==> config.mk <==
export PLATFORM = sky130hd
export DESIGN_NAME = escaped_frame_transmitter_top
export DESIGN_NICKNAME = d
export VERILOG_FILES = /design/src/design/efx_pkg.sv /design/src/design/efx_front.sv /design/src/design/efx_fifo.sv /design/src/design/efx_back.sv /design/src/design/escaped_frame_transmitter_top.sv
export SDC_FILE = /design/constraint.sdc
export NUM_CORES = 1
export LEC_CHECK = 0
export ABC_AREA = 1
export BUFFER_PORTS_ARGS = -buffer_cell sky130_fd_sc_hd__buf_2
export CORE_MARGIN = 5
export CORE_UTILIZATION = 40
export CTS_CLUSTER_DIAMETER = 80
export DETAILED_ROUTE_END_ITERATION = 12
export GPL_ROUTABILITY_DRIVEN = 1
export HOLD_SLACK_MARGIN = 0.12
export SYNTH_ARGS = -nofsm -noshare
export SYNTH_HDL_FRONTEND = slang
export SYNTH_HIERARCHICAL = 1
export SYNTH_SLANG_ARGS = --single-unit
==> constraint.sdc <==
create_clock -name clk -period 10.9 [get_ports clk]
set_input_delay 1.09 -clock clk [delete_from_list [all_inputs] [get_ports clk]]
set_output_delay 1.09 -clock clk [all_outputs]
set_load 0.1 [all_outputs]
==> src/design/efx_pkg.sv <==
`default_nettype none

package efx_pkg;

    // Line codes
    localparam logic [7:0] FEND  = 8'hC0;
    localparam logic [7:0] FESC  = 8'hDB;
    localparam logic [7:0] TFEND = 8'hDC;
    localparam logic [7:0] TFESC = 8'hDD;

    localparam logic [7:0] NIBBLE_MASK = 8'h0F;
    localparam logic [7:0] LEN_OFFSET  = 8'd7;

    localparam logic [7:0] MAX_PAYLOAD = 8'd248;

    // Configuration registers
    localparam int          CFG_IDX_W        = 1;
    localparam logic [CFG_IDX_W-1:0] REG_FRAME_TYPE = 1'd0;
    localparam logic [CFG_IDX_W-1:0] REG_SOURCE     = 1'd1;
    localparam logic [7:0]  FRAME_TYPE_RESET = 8'hA0;
    localparam logic [7:0]  SOURCE_RESET     = 8'h42;

    // Byte slots of one transaction, in line order
    localparam int SLOT_W = 4;
    localparam int NUM_SLOTS = 10;
    localparam logic [SLOT_W-1:0] SLOT_LEAD   = 4'd0;
    localparam logic [SLOT_W-1:0] SLOT_FTYPE  = 4'd1;
    localparam logic [SLOT_W-1:0] SLOT_LEN    = 4'd2;
    localparam logic [SLOT_W-1:0] SLOT_DEST   = 4'd3;
    localparam logic [SLOT_W-1:0] SLOT_SRC    = 4'd4;
    localparam logic [SLOT_W-1:0] SLOT_MTYPE  = 4'd5;
    localparam logic [SLOT_W-1:0] SLOT_DATA   = 4'd6;
    localparam logic [SLOT_W-1:0] SLOT_XOR_HI = 4'd7;
    localparam logic [SLOT_W-1:0] SLOT_XOR_LO = 4'd8;
    localparam logic [SLOT_W-1:0] SLOT_CLOSE  = 4'd9;

    // Queue between front and back
    localparam int FIFO_DEPTH = 2;
    localparam int FIFO_PTR_W = (FIFO_DEPTH > 1) ? $clog2(FIFO_DEPTH) : 1;
    localparam int FIFO_CNT_W = $clog2(FIFO_DEPTH + 1);

    typedef struct packed {
        logic [7:0] dest_id;
        logic [7:0] msg_type;
        logic [7:0] payload_len;
        logic [7:0] data_byte;
        logic       first_item;
        logic       last_item;
    } item_t;

    typedef struct packed {
        logic [7:0] out_byte;
        logic       frame_end;
        logic       run_last;
    } result_t;

    // Work descriptor for the byte sequencer
    typedef struct packed {
        logic            lead_fend;
        logic            lead_end;
        logic            hdr_en;
        logic [4:0][7:0] hdr;       // [0] frame type .. [4] msg type
        logic            data_en;
        logic [7:0]      data;
        logic            trl_en;
        logic [7:0]      xor_val;
        logic            close_en;
    } desc_t;

    function automatic logic needs_esc(input logic [7:0] b);
        return (b == FEND) || (b == FESC);
    endfunction

    function automatic logic [7:0] esc_code(input logic [7:0] b);
        return (b == FEND) ? TFEND : TFESC;
    endfunction

endpackage

`default_nettype wire

==> src/design/efx_front.sv <==
`default_nettype none

module efx_front (
    input  wire logic                              clk,
    input  wire logic                              rst_n,
    input  wire logic                              cfg_we,
    input  wire logic [efx_pkg::CFG_IDX_W-1:0]     cfg_index,
    input  wire logic [7:0]                        cfg_data,
    input  wire logic                              item_valid,
    output logic                                   item_ready,
    input  wire efx_pkg::item_t                    item,
    output logic                                   push,
    output efx_pkg::desc_t                         desc,
    input  wire logic                              full
);

    logic [7:0] frame_type_reg;
    logic [7:0] source_reg;
    logic       in_frame_reg, in_frame_next;
    logic [7:0] xor_reg, xor_next;
    logic       close_pend_reg, close_pend_next;

    logic       accept;
    logic       active;
    logic       data_en;
    logic [7:0] clen;
    logic [7:0] len_byte;
    logic [7:0] xor_upd;
    logic       defer;
    logic       any_bytes;

    assign item_ready = !full;
    assign accept     = item_valid && item_ready;

    always_comb
    begin
        active   = item.first_item || in_frame_reg;
        data_en  = active && (item.payload_len != 8'd0);
        clen     = (item.payload_len > efx_pkg::MAX_PAYLOAD) ? efx_pkg::MAX_PAYLOAD
                                                              : item.payload_len;
        len_byte = clen + efx_pkg::LEN_OFFSET;
        xor_upd  = (item.first_item ? 8'd0 : xor_reg) ^ (data_en ? item.data_byte : 8'd0);

        // A one-item frame with every header and data byte escaped fills all
        // fifteen result slots before the closing delimiter.
        defer = item.first_item && item.last_item && data_en
                && efx_pkg::needs_esc(frame_type_reg) && efx_pkg::needs_esc(len_byte)
                && efx_pkg::needs_esc(item.dest_id) && efx_pkg::needs_esc(source_reg)
                && efx_pkg::needs_esc(item.msg_type) && efx_pkg::needs_esc(item.data_byte);

        desc.lead_fend = item.first_item || close_pend_reg;
        desc.lead_end  = item.first_item ? close_pend_reg : 1'b1;
        desc.hdr_en    = item.first_item;
        desc.hdr[0]    = frame_type_reg;
        desc.hdr[1]    = len_byte;
        desc.hdr[2]    = item.dest_id;
        desc.hdr[3]    = source_reg;
        desc.hdr[4]    = item.msg_type;
        desc.data_en   = data_en;
        desc.data      = item.data_byte;
        desc.trl_en    = active && item.last_item;
        desc.xor_val   = data_en ? xor_upd : 8'd0;
        desc.close_en  = active && item.last_item && !defer;

        any_bytes = desc.lead_fend || desc.hdr_en || desc.data_en || desc.trl_en;
        push      = accept && any_bytes;

        in_frame_next   = in_frame_reg;
        xor_next        = xor_reg;
        close_pend_next = close_pend_reg;
        if (accept)
        begin
            close_pend_next = active && item.last_item && defer;
            if (active)
            begin
                in_frame_next = !item.last_item;
                xor_next      = item.last_item ? 8'd0 : xor_upd;
            end
        end
    end

    always_ff @(posedge clk or negedge rst_n)
    begin
        if (!rst_n)
        begin
            frame_type_reg <= efx_pkg::FRAME_TYPE_RESET;
            source_reg     <= efx_pkg::SOURCE_RESET;
            in_frame_reg   <= 1'b0;
            xor_reg        <= 8'd0;
            close_pend_reg <= 1'b0;
        end
        else
        begin
            if (cfg_we)
            begin
                case (cfg_index)
                    efx_pkg::REG_FRAME_TYPE: frame_type_reg <= cfg_data;
                    efx_pkg::REG_SOURCE:     source_reg     <= cfg_data;
                    default: ;
                endcase
            end
            in_frame_reg   <= in_frame_next;
            xor_reg        <= xor_next;
            close_pend_reg <= close_pend_next;
        end
    end

    // A deferred delimiter only follows a closed frame.
    a_pend_idle: assert property (@(posedge clk) disable iff (!rst_n)
        close_pend_reg |-> !in_frame_reg)
        else $error("close pending while frame open");

    // Idle frames carry no running checksum.
    a_xor_idle: assert property (@(posedge clk) disable iff (!rst_n)
        !in_frame_reg |-> (xor_reg == 8'd0))
        else $error("checksum not cleared outside frame");

endmodule

`default_nettype wire

==> src/design/efx_fifo.sv <==
`default_nettype none

module efx_fifo (
    input  wire logic           clk,
    input  wire logic           rst_n,
    input  wire logic           push,
    input  wire efx_pkg::desc_t push_data,
    output logic                full,
    input  wire logic           pop,
    output efx_pkg::desc_t      head,
    output logic                empty
);

    localparam logic [efx_pkg::FIFO_PTR_W-1:0] LAST_PTR =
        efx_pkg::FIFO_PTR_W'(efx_pkg::FIFO_DEPTH - 1);
    localparam logic [efx_pkg::FIFO_CNT_W-1:0] DEPTH_CNT =
        efx_pkg::FIFO_CNT_W'(efx_pkg::FIFO_DEPTH);

    efx_pkg::desc_t mem [efx_pkg::FIFO_DEPTH];

    logic [efx_pkg::FIFO_PTR_W-1:0] wr_ptr_reg;
    logic [efx_pkg::FIFO_PTR_W-1:0] rd_ptr_reg;
    logic [efx_pkg::FIFO_CNT_W-1:0] count_reg;
    logic                           do_push;
    logic                           do_pop;

    assign full    = (count_reg == DEPTH_CNT);
    assign empty   = (count_reg == '0);
    assign do_push = push && !full;
    assign do_pop  = pop && !empty;
    assign head    = mem[rd_ptr_reg];

    always_ff @(posedge clk)
    begin
        if (do_push)
        begin
            mem[wr_ptr_reg] <= push_data;
        end
    end

    always_ff @(posedge clk or negedge rst_n)
    begin
        if (!rst_n)
        begin
            wr_ptr_reg <= '0;
            rd_ptr_reg <= '0;
            count_reg  <= '0;
        end
        else
        begin
            if (do_push)
            begin
                wr_ptr_reg <= (wr_ptr_reg == LAST_PTR) ? '0 : wr_ptr_reg + 1'b1;
            end
            if (do_pop)
            begin
                rd_ptr_reg <= (rd_ptr_reg == LAST_PTR) ? '0 : rd_ptr_reg + 1'b1;
            end
            case ({do_push, do_pop})
                2'b10:   count_reg <= count_reg + 1'b1;
                2'b01:   count_reg <= count_reg - 1'b1;
                default: count_reg <= count_reg;
            endcase
        end
    end

    a_no_overrun: assert property (@(posedge clk) disable iff (!rst_n)
        count_reg <= DEPTH_CNT)
        else $error("queue occupancy beyond depth");

endmodule

`default_nettype wire

==> src/design/efx_back.sv <==
`default_nettype none

module efx_back (
    input  wire logic           clk,
    input  wire logic           rst_n,
    input  wire efx_pkg::desc_t head,
    input  wire logic           empty,
    output logic                pop,
    output logic                result_valid,
    input  wire logic           result_ready,
    output efx_pkg::result_t    result
);

    logic [efx_pkg::SLOT_W-1:0]    slot_reg;
    logic                          phase_reg;
    logic                          result_valid_reg;
    efx_pkg::result_t              result_reg;

    logic [efx_pkg::NUM_SLOTS-1:0] mask;
    logic [efx_pkg::NUM_SLOTS-1:0] avail;
    logic [efx_pkg::NUM_SLOTS-1:0] low_hot;
    logic [efx_pkg::SLOT_W-1:0]    cur;
    logic                          final_slot;
    logic [7:0]                    raw;
    logic                          esc_slot;
    logic                          need;
    logic                          step_done;
    logic                          load;
    logic                          fire;
    efx_pkg::result_t              emit;

    always_comb
    begin
        mask[efx_pkg::SLOT_LEAD]   = head.lead_fend;
        mask[efx_pkg::SLOT_FTYPE]  = head.hdr_en;
        mask[efx_pkg::SLOT_LEN]    = head.hdr_en;
        mask[efx_pkg::SLOT_DEST]   = head.hdr_en;
        mask[efx_pkg::SLOT_SRC]    = head.hdr_en;
        mask[efx_pkg::SLOT_MTYPE]  = head.hdr_en;
        mask[efx_pkg::SLOT_DATA]   = head.data_en;
        mask[efx_pkg::SLOT_XOR_HI] = head.trl_en;
        mask[efx_pkg::SLOT_XOR_LO] = head.trl_en;
        mask[efx_pkg::SLOT_CLOSE]  = head.close_en;

        for (int i = 0; i < efx_pkg::NUM_SLOTS; i++)
        begin
            avail[i] = mask[i] && (efx_pkg::SLOT_W'(i) >= slot_reg);
        end
        low_hot    = avail & (~avail + 1'b1);
        final_slot = ((avail & (avail - 1'b1)) == '0);
        cur = '0;
        for (int i = 0; i < efx_pkg::NUM_SLOTS; i++)
        begin
            if (low_hot[i])
            begin
                cur = cur | efx_pkg::SLOT_W'(i);
            end
        end

        case (cur)
            efx_pkg::SLOT_LEAD:   raw = efx_pkg::FEND;
            efx_pkg::SLOT_FTYPE:  raw = head.hdr[0];
            efx_pkg::SLOT_LEN:    raw = head.hdr[1];
            efx_pkg::SLOT_DEST:   raw = head.hdr[2];
            efx_pkg::SLOT_SRC:    raw = head.hdr[3];
            efx_pkg::SLOT_MTYPE:  raw = head.hdr[4];
            efx_pkg::SLOT_DATA:   raw = head.data;
            efx_pkg::SLOT_XOR_HI: raw = (head.xor_val >> 4) & efx_pkg::NIBBLE_MASK;
            efx_pkg::SLOT_XOR_LO: raw = head.xor_val & efx_pkg::NIBBLE_MASK;
            efx_pkg::SLOT_CLOSE:  raw = efx_pkg::FEND;
            default:              raw = efx_pkg::FEND;
        endcase

        esc_slot  = (cur >= efx_pkg::SLOT_FTYPE) && (cur <= efx_pkg::SLOT_DATA);
        need      = esc_slot && efx_pkg::needs_esc(raw);
        step_done = !need || phase_reg;

        if (need && !phase_reg)
        begin
            emit.out_byte = efx_pkg::FESC;
        end
        else if (need)
        begin
            emit.out_byte = efx_pkg::esc_code(raw);
        end
        else
        begin
            emit.out_byte = raw;
        end
        emit.frame_end = (cur == efx_pkg::SLOT_LEAD)  ? head.lead_end :
                         (cur == efx_pkg::SLOT_CLOSE);
        emit.run_last  = step_done && final_slot;

        load = !result_valid_reg || result_ready;
        fire = !empty && load;
        pop  = fire && step_done && final_slot;
    end

    always_ff @(posedge clk or negedge rst_n)
    begin
        if (!rst_n)
        begin
            slot_reg         <= '0;
            phase_reg        <= 1'b0;
            result_valid_reg <= 1'b0;
        end
        else
        begin
            if (load)
            begin
                result_valid_reg <= fire;
            end
            if (fire)
            begin
                if (!step_done)
                begin
                    phase_reg <= 1'b1;
                end
                else
                begin
                    phase_reg <= 1'b0;
                    slot_reg  <= final_slot ? '0 : cur + 1'b1;
                end
            end
        end
    end

    always_ff @(posedge clk)
    begin
        if (fire)
        begin
            result_reg <= emit;
        end
    end

    assign result_valid = result_valid_reg;
    assign result       = result_reg;

    a_end_is_fend: assert property (@(posedge clk) disable iff (!rst_n)
        (result_valid && result.frame_end) |-> (result.out_byte == efx_pkg::FEND))
        else $error("frame_end on a byte other than the delimiter");

    a_pop_nonempty: assert property (@(posedge clk) disable iff (!rst_n)
        pop |-> !empty)
        else $error("sequencer retired a descriptor from an empty queue");

endmodule

`default_nettype wire

==> src/design/escaped_frame_transmitter_top.sv <==
// Escaped frame transmitter: builds one delimited, byte-stuffed frame per message.
// Item channel (item_valid/item_ready/item): one transaction per payload byte. The
// transaction with first_item set opens the frame (delimiter, five header bytes),
// every in-frame transaction with a payload adds its data byte, and the one with last_item
// set appends the two checksum nibble bytes and the closing delimiter.
// Result channel (result_valid/result_ready/result): one line byte per transaction,
// frame_end marks a closing delimiter, run_last marks the last byte of an item.
// Configuration: cfg_we writes cfg_data to register cfg_index (0 frame type,
// 1 source id) at the clock edge; write only while the block is idle.
// An item's first byte passes the descriptor queue and the output register.
// Throughput: one line byte per cycle while result_ready is high, set by the byte
// sequencer; a mid-frame data byte takes 1 or 2 line bytes, a single-item frame up
// to 15. Items that produce no bytes take no sequencer time.
// A two-entry descriptor queue parts the classifier from the sequencer, and the
// sequencer refills the output register whenever it is empty or its byte is taken.
// Stall: with result_ready low the output register holds, the sequencer waits,
// and item_ready drops once the queue is full.
// Reset (rst_n, async, active low): registers return to 0xA0 / 0x42, the frame
// state goes idle, queue and output register are emptied; no clearing pass.
`default_nettype none

module escaped_frame_transmitter_top (
    input  wire logic                          clk,
    input  wire logic                          rst_n,
    input  wire logic                          cfg_we,
    input  wire logic [efx_pkg::CFG_IDX_W-1:0] cfg_index,
    input  wire logic [7:0]                    cfg_data,
    input  wire logic                          item_valid,
    output logic                               item_ready,
    input  wire efx_pkg::item_t                item,
    output logic                               result_valid,
    input  wire logic                          result_ready,
    output efx_pkg::result_t                   result
);

    // Front to queue
    logic           push;
    efx_pkg::desc_t push_desc;
    logic           full;

    // Queue to back
    efx_pkg::desc_t head;
    logic           empty;
    logic           pop;

    // Classifier: owns the frame state and the configuration registers, turns
    // each accepted transaction into a descriptor of its byte slots.
    efx_front u_front (
        .clk        (clk),
        .rst_n      (rst_n),
        .cfg_we     (cfg_we),
        .cfg_index  (cfg_index),
        .cfg_data   (cfg_data),
        .item_valid (item_valid),
        .item_ready (item_ready),
        .item       (item),
        .push       (push),
        .desc       (push_desc),
        .full       (full)
    );

    efx_fifo u_fifo (
        .clk       (clk),
        .rst_n     (rst_n),
        .push      (push),
        .push_data (push_desc),
        .full      (full),
        .pop       (pop),
        .head      (head),
        .empty     (empty)
    );

    // Sequencer: walks enabled slots, escaping bytes, one a cycle unless stalled.
    efx_back u_back (
        .clk          (clk),
        .rst_n        (rst_n),
        .head         (head),
        .empty        (empty),
        .pop          (pop),
        .result_valid (result_valid),
        .result_ready (result_ready),
        .result       (result)
    );

endmodule

`default_nettype wire

==> results.toml, run 1 <==
[routing]
vias = 5917
viasPerCell = 4.75
drt-initial-drc-count = 374
met3WireLength_um = 904
drt-wirelength-per-cell_um = 15.1
wl_um = 18900
top_layer_used = "met4"
drc = 0
postRouteAntennaNets = 0
firstDrtPassIters = 5
wl_met1_um = 8800
met2_length_um = 8760

[timing]
worst_pin_slew_ns = 0.913
slew_viol_final = 0
fin_ws_ns = 7.25
fmax_mhz = 274
setup_violations = 0
rsz0062_at_grt = "no"
period_needed_ns = 3.65
fin_setup_tns_ns = 0
relSlewSlack = 0.391
finalCritPeriodShare = 0.335
finalHoldViolCount = 0
final.setup_skew_ns = 0.0118

[synth]
ys_dominant_reg_cell = "edfxtp_1"
netlist_instances = 920
yosysUniqueCellTypes = 44
ys_seq_area_frac = 0.581
synth_fp_nets = 971
yosys_register_bits = 170
post_synth.cell_area_avg_um2 = 9.23
netlist_area_um2 = 8490
ys_warn_count = 6
async_flop_share = 0.212
synth_edf_count = 134

[floorplanning]
start_util = 0.405
die_w_um = 156
coreArea_um2 = 21000
num_io_pins = 60
rows = 53
die-area_um2 = 24200
die_h_um = 156

[layout]
fin_area_um2 = 9370
layoutNonFillerInstCount = 1245
drive_gt1_frac = 0.172
antennaDiodeCount = 0
fin_nets = 1008
layout_commonest_cell = "nand2_1"
largest_register_ff_count = 124
final_util = 0.447
area_growth_pct = 10.3
final_cell_mix = "nand2_1, edfxtp_1, inv_1, nor2_1, buf_2"
fillCellCount = 2077

[place]
globalplace.congestion = 0.877
dpl.hpwl_um = 13500
place_area_um2 = 8820
placedCellCount = 1213
dp_worst_setup_slack_ns = 7.18
io_buffers = 59

[pwr]
vdd.ir_drop.worst_uv = 112
p_leak_uw = 0.00430
power_density_nw_per_um2 = 279

[global_route]
antenna_found_initial = 0
grtUsageTotal = 0.161
grt_overflow_total = 0
grt_pass1_wl_um = 30200
grt_max_degree = 64
grt_pass1_vias = 5712

[critical_path]
regToRegStartpoint = "u_fifo/rd_ptr_reg"
reg2regPathDepth = 23
endpoint = "u_fifo/count_reg[1]"
crit_fanout = 63
cp-startpoint = "u_fifo/rd_ptr_reg"
critPathKind = "flop to flop"
start_kind = "flop"
worst_setup_path_end_kind = "flop"
r2r_slack_ns = 7.25
crit_arrival_ns = 3.97
critical_path.reg2reg.endpoint = "u_fifo/count_reg[1]"
required_ns = 11.22

[clock_network]
path_clk_slew_ns = 0.06
cts_tree = "done"
cts_max_path_buffers = 2
cts_sinks = 170
root_buffer = "clkbuf_16"
cts_max_level = 4
cts_inserted_buffers = 17
insertion_delay_ns = 0.43
cts_hold_buf = 0
cts_resized = 0
post_cts_buffers = 0

[min_path]
hold_path.class = "flop to flop"
min_path_cells = 2

[run]
maxCapViolCount = 0

[run_status]
status = "finished, final reports clean"
routing by layer:
metal,GRT usage,vias up
met5,0,-
met4,0.0504,0
met3,0.0386,26
met2,0.254,121
met1,0.221,2755
li1,-,3015
worst max-delay path: stages (launching register included):
cell	delay [ns]
dfrtp_2	0.38
buf_4	0.54
nand2_1	0.10
nand2_1	0.21
inv_2	0.07
nor2_4	0.17
nand4_2	0.27
o21ai_0	0.31
nor2_2	0.07
nand3_2	0.08
nand2_1	0.05
nor2_1	0.10
nand3_1	0.09
nand2_2	0.09
nand3_4	0.13
nand2_4	0.11
nor2_1	0.06
nand2_1	0.08
inv_1	0.04
ha_1	0.31
inv_1	0.08
nand3_1	0.08
nand2_1	0.06
nand2_1	0.04
worst min path at each step:
stage | to | slack (ns) | start
floorplan | u_fifo/count_reg[1] | 0.44 | u_fifo/count_reg[1]
global placement | u_fifo/wr_ptr_reg | 0.47 | u_fifo/wr_ptr_reg
detailed placement | u_fifo/count_reg[1] | 0.47 | u_fifo/count_reg[1]
CTS | u_fifo/count_reg[1] | 0.49 | u_fifo/count_reg[1]
global route | u_fifo/count_reg[1] | 0.52 | u_fifo/count_reg[1]
finish | u_fifo/count_reg[1] | 0.48 | u_fifo/count_reg[1]
final cells by class:
cell class | count | area (um2) | share of cell area
repair buffers | 62 | 318 | 0.0339
clock inverters | 13 | 109 | 0.0116
inverters | 114 | 430 | 0.0460
multi-input cells | 592 | 2800 | 0.299
flip-flops and latches | 170 | 4930 | 0.526
clock buffers | 19 | 433 | 0.0462
well taps | 275 | 344 | 0.0367
Yosys cell counts, drive strengths merged (4+ instances only):
cell	number	area share
nand2	362	0.17
edfxtp	134	0.47
inv	112	0.050
nor2	95	0.053
nand3	42	0.032
buf	41	0.038
dfrtp	32	0.094
o21ai	28	0.018
nand4	24	0.022
a21oi	9	0.0057
o22ai	8	0.0066
xor2	8	0.0083
dfstp	4	0.012
stage by stage:
stage / hold WS (ns) / power [uW]
after floorplan: 0.442 / 1840
after global placement: 0.468 / 2070
after detailed placement: 0.467 / 2080
after CTS: 0.486 / 2640
after global routing: 0.517 / 2790
final: 0.484 / 2610
cells by family after synthesis:
group / share of synthesized area
xor+xnor: 0.00929
simple gates: 0.279
flops: 0.581
buf+inv: 0.0901
compound gates: 0.0361
fa+ha+maj: 0.00442
power by group:
group | internal [uW] | total (uW) | switching [uW]
combinational | 263 | 1070 | 807
clock | 298 | 558 | 260
sequential | 915 | 981 | 65.7
total | 1480 | 2610 | 1130
No activity file was read; power rests on OpenSTA's default activity.
==> run 2, diff against run 1 <==
--- a/config.mk
+++ b/config.mk
@@ -5,7 +5,7 @@
 export SDC_FILE = /design/constraint.sdc
 export NUM_CORES = 1
 export LEC_CHECK = 0
-export ABC_AREA = 1
+export ABC_AREA = 0
 export BUFFER_PORTS_ARGS = -buffer_cell sky130_fd_sc_hd__buf_2
 export CORE_MARGIN = 5
 export CORE_UTILIZATION = 40
==> constraint.sdc (replaced) <==
create_clock -name clk -period 3.6 [get_ports clk]
set_input_delay 0.36 -clock clk [delete_from_list [all_inputs] [get_ports clk]]
set_output_delay 0.36 -clock clk [all_outputs]
set_load 0.1 [all_outputs]
==> run 2 against run 1 <==
Compared with the run above: the flow now finishes with violations (setup timing); critical endpoint unchanged; wire length rose by 5.3%; largest power group unchanged; utilization rose by 3.0 points; critical path type unchanged; register-to-register slack got worse by 7.4 ns; critical path depth fell by 9; sequential cell count did not move; clock skew fell by 0.00088 ns.
==> results.toml, run 2 <==
[place]
placedCellCount = 945
place_area_um2 = 9130
dpl.hpwl_um = 14600
globalplace.congestion = 0.926
dp_worst_setup_slack_ns = -0.368
io_buffers = 59

[synth]
post_synth.cell_area_avg_um2 = 13.8
synth.area.top_cells = "edfxtp_1, mux2_4, dfrtp_1"
netlist_instances = 614
synth_edf_count = 134
ys_seq_area_frac = 0.580
ys_top_cells_by_count = "edfxtp_1, mux2_4, nand2_1"
ys_dominant_reg_cell = "edfxtp_1"
synth_top_cell_by_area = "edfxtp_1"
synth.top_cell.area_share = 0.474
yosysUniqueCellTypes = 74
netlist_area_um2 = 8500
async_flop_share = 0.212
synth_fp_nets = 665
yosys_register_bits = 170
yosysMostFrequentCell = "edfxtp_1"
ys_warn_count = 6

[global_route]
grt_max_degree = 60
grt_pass1_wl_um = 30900
grt_pass1_vias = 5464
grt_overflow_total = 0
antenna_found_initial = 0
grtUsageTotal = 0.168

[clock_network]
path_clk_slew_ns = 0.07
cts_sinks = 170
cts_tree = "done"
cts_max_path_buffers = 2
root_buffer = "clkbuf_16"
insertion_delay_ns = 0.43
cts_inserted_buffers = 17
cts_max_level = 4

[floorplanning]
start_util = 0.405
die_h_um = 156
rows = 53
die-area_um2 = 24300
die_w_um = 156
coreArea_um2 = 21000
num_io_pins = 60

[timing]
period_needed_ns = 3.72
setup_violations = 1
rsz0062_at_grt = "yes"
finalCritPeriodShare = 1.03
fin_ws_ns = -0.116
relSlewSlack = 0.334
finalHoldViolCount = 0
final.setup_skew_ns = 0.0109
fmax_mhz = 269
worst_pin_slew_ns = 0.997
slew_viol_final = 0
fin_hold_ws_ns = 0.142

[routing]
wl_um = 19900
vias = 5298
postRouteAntennaNets = 0
viasPerCell = 5.35
drt-wirelength-per-cell_um = 20.0
firstDrtPassIters = 5
drc = 0
drt-initial-drc-count = 474

[layout]
area_growth_pct = 17.7
layout_commonest_cell = "edfxtp_1"
register_area_um2 = 4930
fin_nets = 754
fillCellCount = 1863
final_util = 0.477
antennaDiodeCount = 0
final_cell_mix = "edfxtp_1, buf_2, mux2_4, buf_4, nand2_1"
drive_gt1_frac = 0.383
layoutNonFillerInstCount = 991
largest_register_ff_count = 124
multi_input_area_um2 = 3270
fin_area_um2 = 10000

[critical_path]
crit_chain = "mux2_4 -> or3b_4 -> a221oi_4 -> nor3b_2 -> a2111o_1 -> or4_4 -> or2_4 -> nor2_4 -> nor4_4 -> nor2b_4 -> ha_4 -> xnor2_2 -> nor2_1 -> xor2_1"
crit_slowest_cell = "or4_4"
regToRegStartpoint = "u_fifo/rd_ptr_reg"
worst_setup_path_end_kind = "flop"
critPathKind = "flop to flop"
required_ns = 3.95
max_stage_delay_ns = 0.53
cp-startpoint = "u_fifo/rd_ptr_reg"
start_kind = "flop"
crit_arrival_ns = 4.07
crit_fanout = 5

[pwr]
p_leak_uw = 0.00385
power_density_nw_per_um2 = 897
vdd.ir_drop.worst_uv = 362

[min_path]
hold_path.class = "input pin to flop"
min_from = "item[24]"

[run]
maxCapViolCount = 0

[run_status]
violations = "setup timing"
status = "complete, but fails checks"
==> run 2: changes by cell type in the layout (fill, tap and decap cells not counted), moves of 15 or more <==
| cell | before | now |
|---|---|---|
| nand2_1 | 343 | 37 |
| o21ai_0 | 25 | 9 |
| buf_4 | 3 | 54 |
| nor2_1 | 75 | 29 |
| nand3_1 | 34 | 7 |
| inv_1 | 100 | 12 |
| mux2_2 | 0 | 19 |
| nand2_2 | 16 | 1 |
| mux2_4 | 0 | 59 |
==> run 2: timing repair <==
item,CTS,global route
cloned,0,0
pin swaps,8,10
resized for setup,12,16
setup buffers,5,5
setup endpoints to repair,3,6
hold endpoints to repair,18,0
hold buffers,4,0
==> run 2: layer usage <==
layer  GRT usage  vias to the layer above  routed length, um  part of all wire
li1            -                     2504                  -                 -
met1       0.226                     2625               8760              0.44
met2       0.278                      141               9920              0.50
met3      0.0319                       28                801             0.040
met4      0.0559                        0                384             0.019
met5           0                        -                  0                 0
==> run 2: power breakdown <==
group	switching (uW)	internal, uW
registers	219	2770
logic	2390	1770
clock network	788	1030
total	3400	5570
==> run 2: kinds of logic after synthesis <==
family | after synthesis | share of synthesized area
and+or+nand+nor | 180 | 0.119
DFF | 170 | 0.580
AOI/OAI and AO/OA | 92 | 0.0811
muxes | 91 | 0.145
buffers and inverters | 64 | 0.0552
xor gates and xnor gates | 14 | 0.0144
adders and majority gates | 3 | 0.00442
==> run 2: final cells by class <==
class | count | area share
Clock buffer | 19 | 0.0464
Clock inverter | 13 | 0.0130
Inverter | 13 | 0.00488
Multi-Input combinational cell | 380 | 0.327
Sequential cell | 170 | 0.494
Tap cell | 275 | 0.0344
Timing Repair Buffer | 121 | 0.0804
==> run 2: path summary, 6_finish.rpt <==
kind,end,slack [ns],cells past startpoint
min in group asynchronous,u_front/source_reg[5],0.37,2
max in group asynchronous,u_front/source_reg[1],2.49,3
setup reg to reg,u_fifo/count_reg[1],-0.12,14
setup / recovery,u_fifo/count_reg[1],-0.12,14
hold / removal,u_fifo/mem[0][57],0.14,1
hold reg to reg,u_fifo/mem[1][25],0.50,0
==> run 2: critical path, delay by kind of cell, from the launching register on <==
kind                     cells  cell delay [ns]
AND/OR/NAND/NOR              8             1.77
multiplexers                 1             0.22
XOR/XNOR                     2             0.27
adder cells (fa/ha/maj)      1             0.17
AO/OA/AOI/OAI                2             0.70
flip-flops                   1             0.51
==> run 2: metrics by stage <==
stage	setup TNS (ns)	power, uW
finish	-0.116	8970
detailed placement	-0.574	6850
global route	-0.269	9440
CTS	-0.0977	8810
floorplan	-0.344	5780
global placement	-0.295	6810
==> run 3, diff against run 2 <==
--- a/config.mk
+++ b/config.mk
@@ -8,11 +8,12 @@
 export ABC_AREA = 0
 export BUFFER_PORTS_ARGS = -buffer_cell sky130_fd_sc_hd__buf_2
 export CORE_MARGIN = 5
-export CORE_UTILIZATION = 40
+export CORE_UTILIZATION = 55
 export CTS_CLUSTER_DIAMETER = 80
 export DETAILED_ROUTE_END_ITERATION = 12
 export GPL_ROUTABILITY_DRIVEN = 1
 export HOLD_SLACK_MARGIN = 0.12
+export PLACE_DENSITY = 0.77
 export SYNTH_ARGS = -nofsm -noshare
 export SYNTH_HDL_FRONTEND = slang
 export SYNTH_HIERARCHICAL = 1
==> constraint.sdc (replaced) <==
create_clock -name clk -period 3.05 [get_ports clk]
set_input_delay 0.305 -clock clk [delete_from_list [all_inputs] [get_ports clk]]
set_output_delay 0.305 -clock clk [all_outputs]
set_load 0.1 [all_outputs]
==> run 3 against run 2 <==
Compared with the run above: utilization grew 20 points; critical path depth unchanged; wire length up 1.0%; the flow still finishes with violations (setup timing); final area grew 2.5%; total power increased by 23%; non-clock buffer count rose by 28; sequential cell count unchanged; global-route usage increased by 5.9 points; worst setup slack lost 0.49 ns; clock skew is 0.0040 ns higher; final cell count fell by 6.0%.
==> results.toml, run 3 (synthesis gave the netlist of run 2 again) <==
[run_status]
status = "complete, but fails checks"
violations = "setup timing"

[floorplanning]
coreArea_um2 = 15200
num_io_pins = 60
die-area_um2 = 18000
die_h_um = 134
start_util = 0.559
die_w_um = 134
rows = 45

[layout]
area_growth_pct = 20.6
layout_commonest_cell = "edfxtp_1"
final_cell_mix = "edfxtp_1, buf_4, mux2_4, buf_2, nand2_1"
final_util = 0.674
largest_register_ff_count = 124
fin_nets = 782
drive_gt1_frac = 0.387
layoutNonFillerInstCount = 932
antennaDiodeCount = 0

[min_path]
hold_path.class = "input pin to flop"

[clock_network]
cts_inserted_buffers = 17
root_buffer = "clkbuf_16"
cts_tree = "done"
cts_max_level = 4
cts_sinks = 170
insertion_delay_ns = 0.43
cts_max_path_buffers = 2
path_clk_slew_ns = 0.06

[timing]
period_needed_ns = 3.66
final.setup_skew_ns = 0.0149
finalHoldViolCount = 0
fmax_mhz = 273
setup_violations = 13
finalCritPeriodShare = 1.20
fin_ws_ns = -0.610
slew_viol_final = 0
rsz0062_at_grt = "yes"
worst_pin_slew_ns = 0.903
relSlewSlack = 0.398

[critical_path]
r2r_slack_ns = -0.61
crit_arrival_ns = 4.00
required_ns = 3.39
max_stage_delay_ns = 0.55
cp_top_family = "simple AND/OR/NAND/NOR gates"
crit_chain = "mux2_4 -> or3b_4 -> a221oi_4 -> nor3b_2 -> a2111o_1 -> or4_4 -> or2_4 -> nor2_4 -> nor4_2 -> nor2b_4 -> ha_4 -> xnor2_1 -> nor2_1 -> xor2_1"
critPathBufInv = 0
crit_slowest_cell = "or4_4"
worst_setup_path_end_kind = "flop"
crit_fanout = 3
start_kind = "flop"
critPathKind = "flop to flop"

[global_route]
antenna_found_initial = 0
grtUsageMet3 = 0.0469
grt_pass1_wl_um = 30900
grt_pass1_vias = 5704
busiest_layer = "met2"
grtUsageTotal = 0.227
grtUsageMet1 = 0.300
grt_max_degree = 59
grt_overflow_total = 0
met2_usage = 0.362

[routing]
viasPerCell = 6.01
vias = 5604
firstDrtPassIters = 5
drt-initial-drc-count = 620
wl_um = 20100
postRouteAntennaNets = 0
drt-wirelength-per-cell_um = 21.5
drc = 0

[pwr]
power_density_nw_per_um2 = 1080
finalPower_uw = 11000
vdd.ir_drop.worst_uv = 722
p_leak_uw = 0.00406

[place]
globalplace.congestion = 1.02
placedCellCount = 870
dpl.hpwl_um = 13700
io_buffers = 59

[run]
maxCapViolCount = 0
## run 3: report_power, final
group | internal, uW | leakage, uW | switching (uW) | total (uW)
combinational | 2350 | 0.00207 | 2860 | 5220
clock | 1430 | 0.000320 | 853 | 2280
sequential | 3270 | 0.00167 | 263 | 3540
## run 3: worst paths after layout
kind,startpoint,endpoint,depth (start not counted)
min in group asynchronous,rst_n,u_back/slot_reg[0],2
max in group asynchronous,rst_n,u_fifo/rd_ptr_reg,2
worst min-delay path,cfg_data[1],u_front/source_reg[1],2
worst max-delay path,u_fifo/rd_ptr_reg,u_fifo/count_reg[1],14
worst max register to register,u_fifo/rd_ptr_reg,u_fifo/count_reg[1],14
worst min register to register,u_fifo/count_reg[1],u_fifo/count_reg[1],1
## run 3: per-stage QoR
| step | setup TNS [ns] | worst slack, ns | hold slack (ns) | area, um2 |
|---|---|---|---|---|
| after global routing | -6.87 | -0.733 | 0.138 | 10200 |
| after detailed placement | -4.99 | -0.675 | 0.470 | 9130 |
| final | -5.76 | -0.610 | 0.146 | 10200 |
| after floorplan | -23.38 | -0.791 | 0.00941 | 8510 |
| after CTS | -4.43 | -0.599 | 0.130 | 10200 |
| after global placement | -3.89 | -0.586 | 0.464 | 9130 |
## run 3: final cells by class
type	count	area (um2)
clock inverter	9	130
multi-input combinational	380	3250
tap	188	235
timing repair buffer	149	1130
clock buffer	23	509
inverter	13	48.8
fill	1048	4960
sequential	170	4930
## run 3: timing repair
item,4_1_cts,5_1_grt
pin swaps,9,6
hold buffers,17,0
setup endpoints to repair,13,13
buffers inserted,7,4
cloned,2,0
gates resized for setup,20,10
hold endpoints to repair,63,0
## run 3: layer usage
| metal | routed length, um | vias to the layer above | share of wire |
|---|---|---|---|
| li1 | - | 2567 | - |
| met1 | 8280 | 2762 | 0.41 |
| met2 | 9870 | 240 | 0.49 |
| met3 | 1340 | 35 | 0.067 |
| met4 | 580 | 0 | 0.029 |
| met5 | 0 | - | 0 |
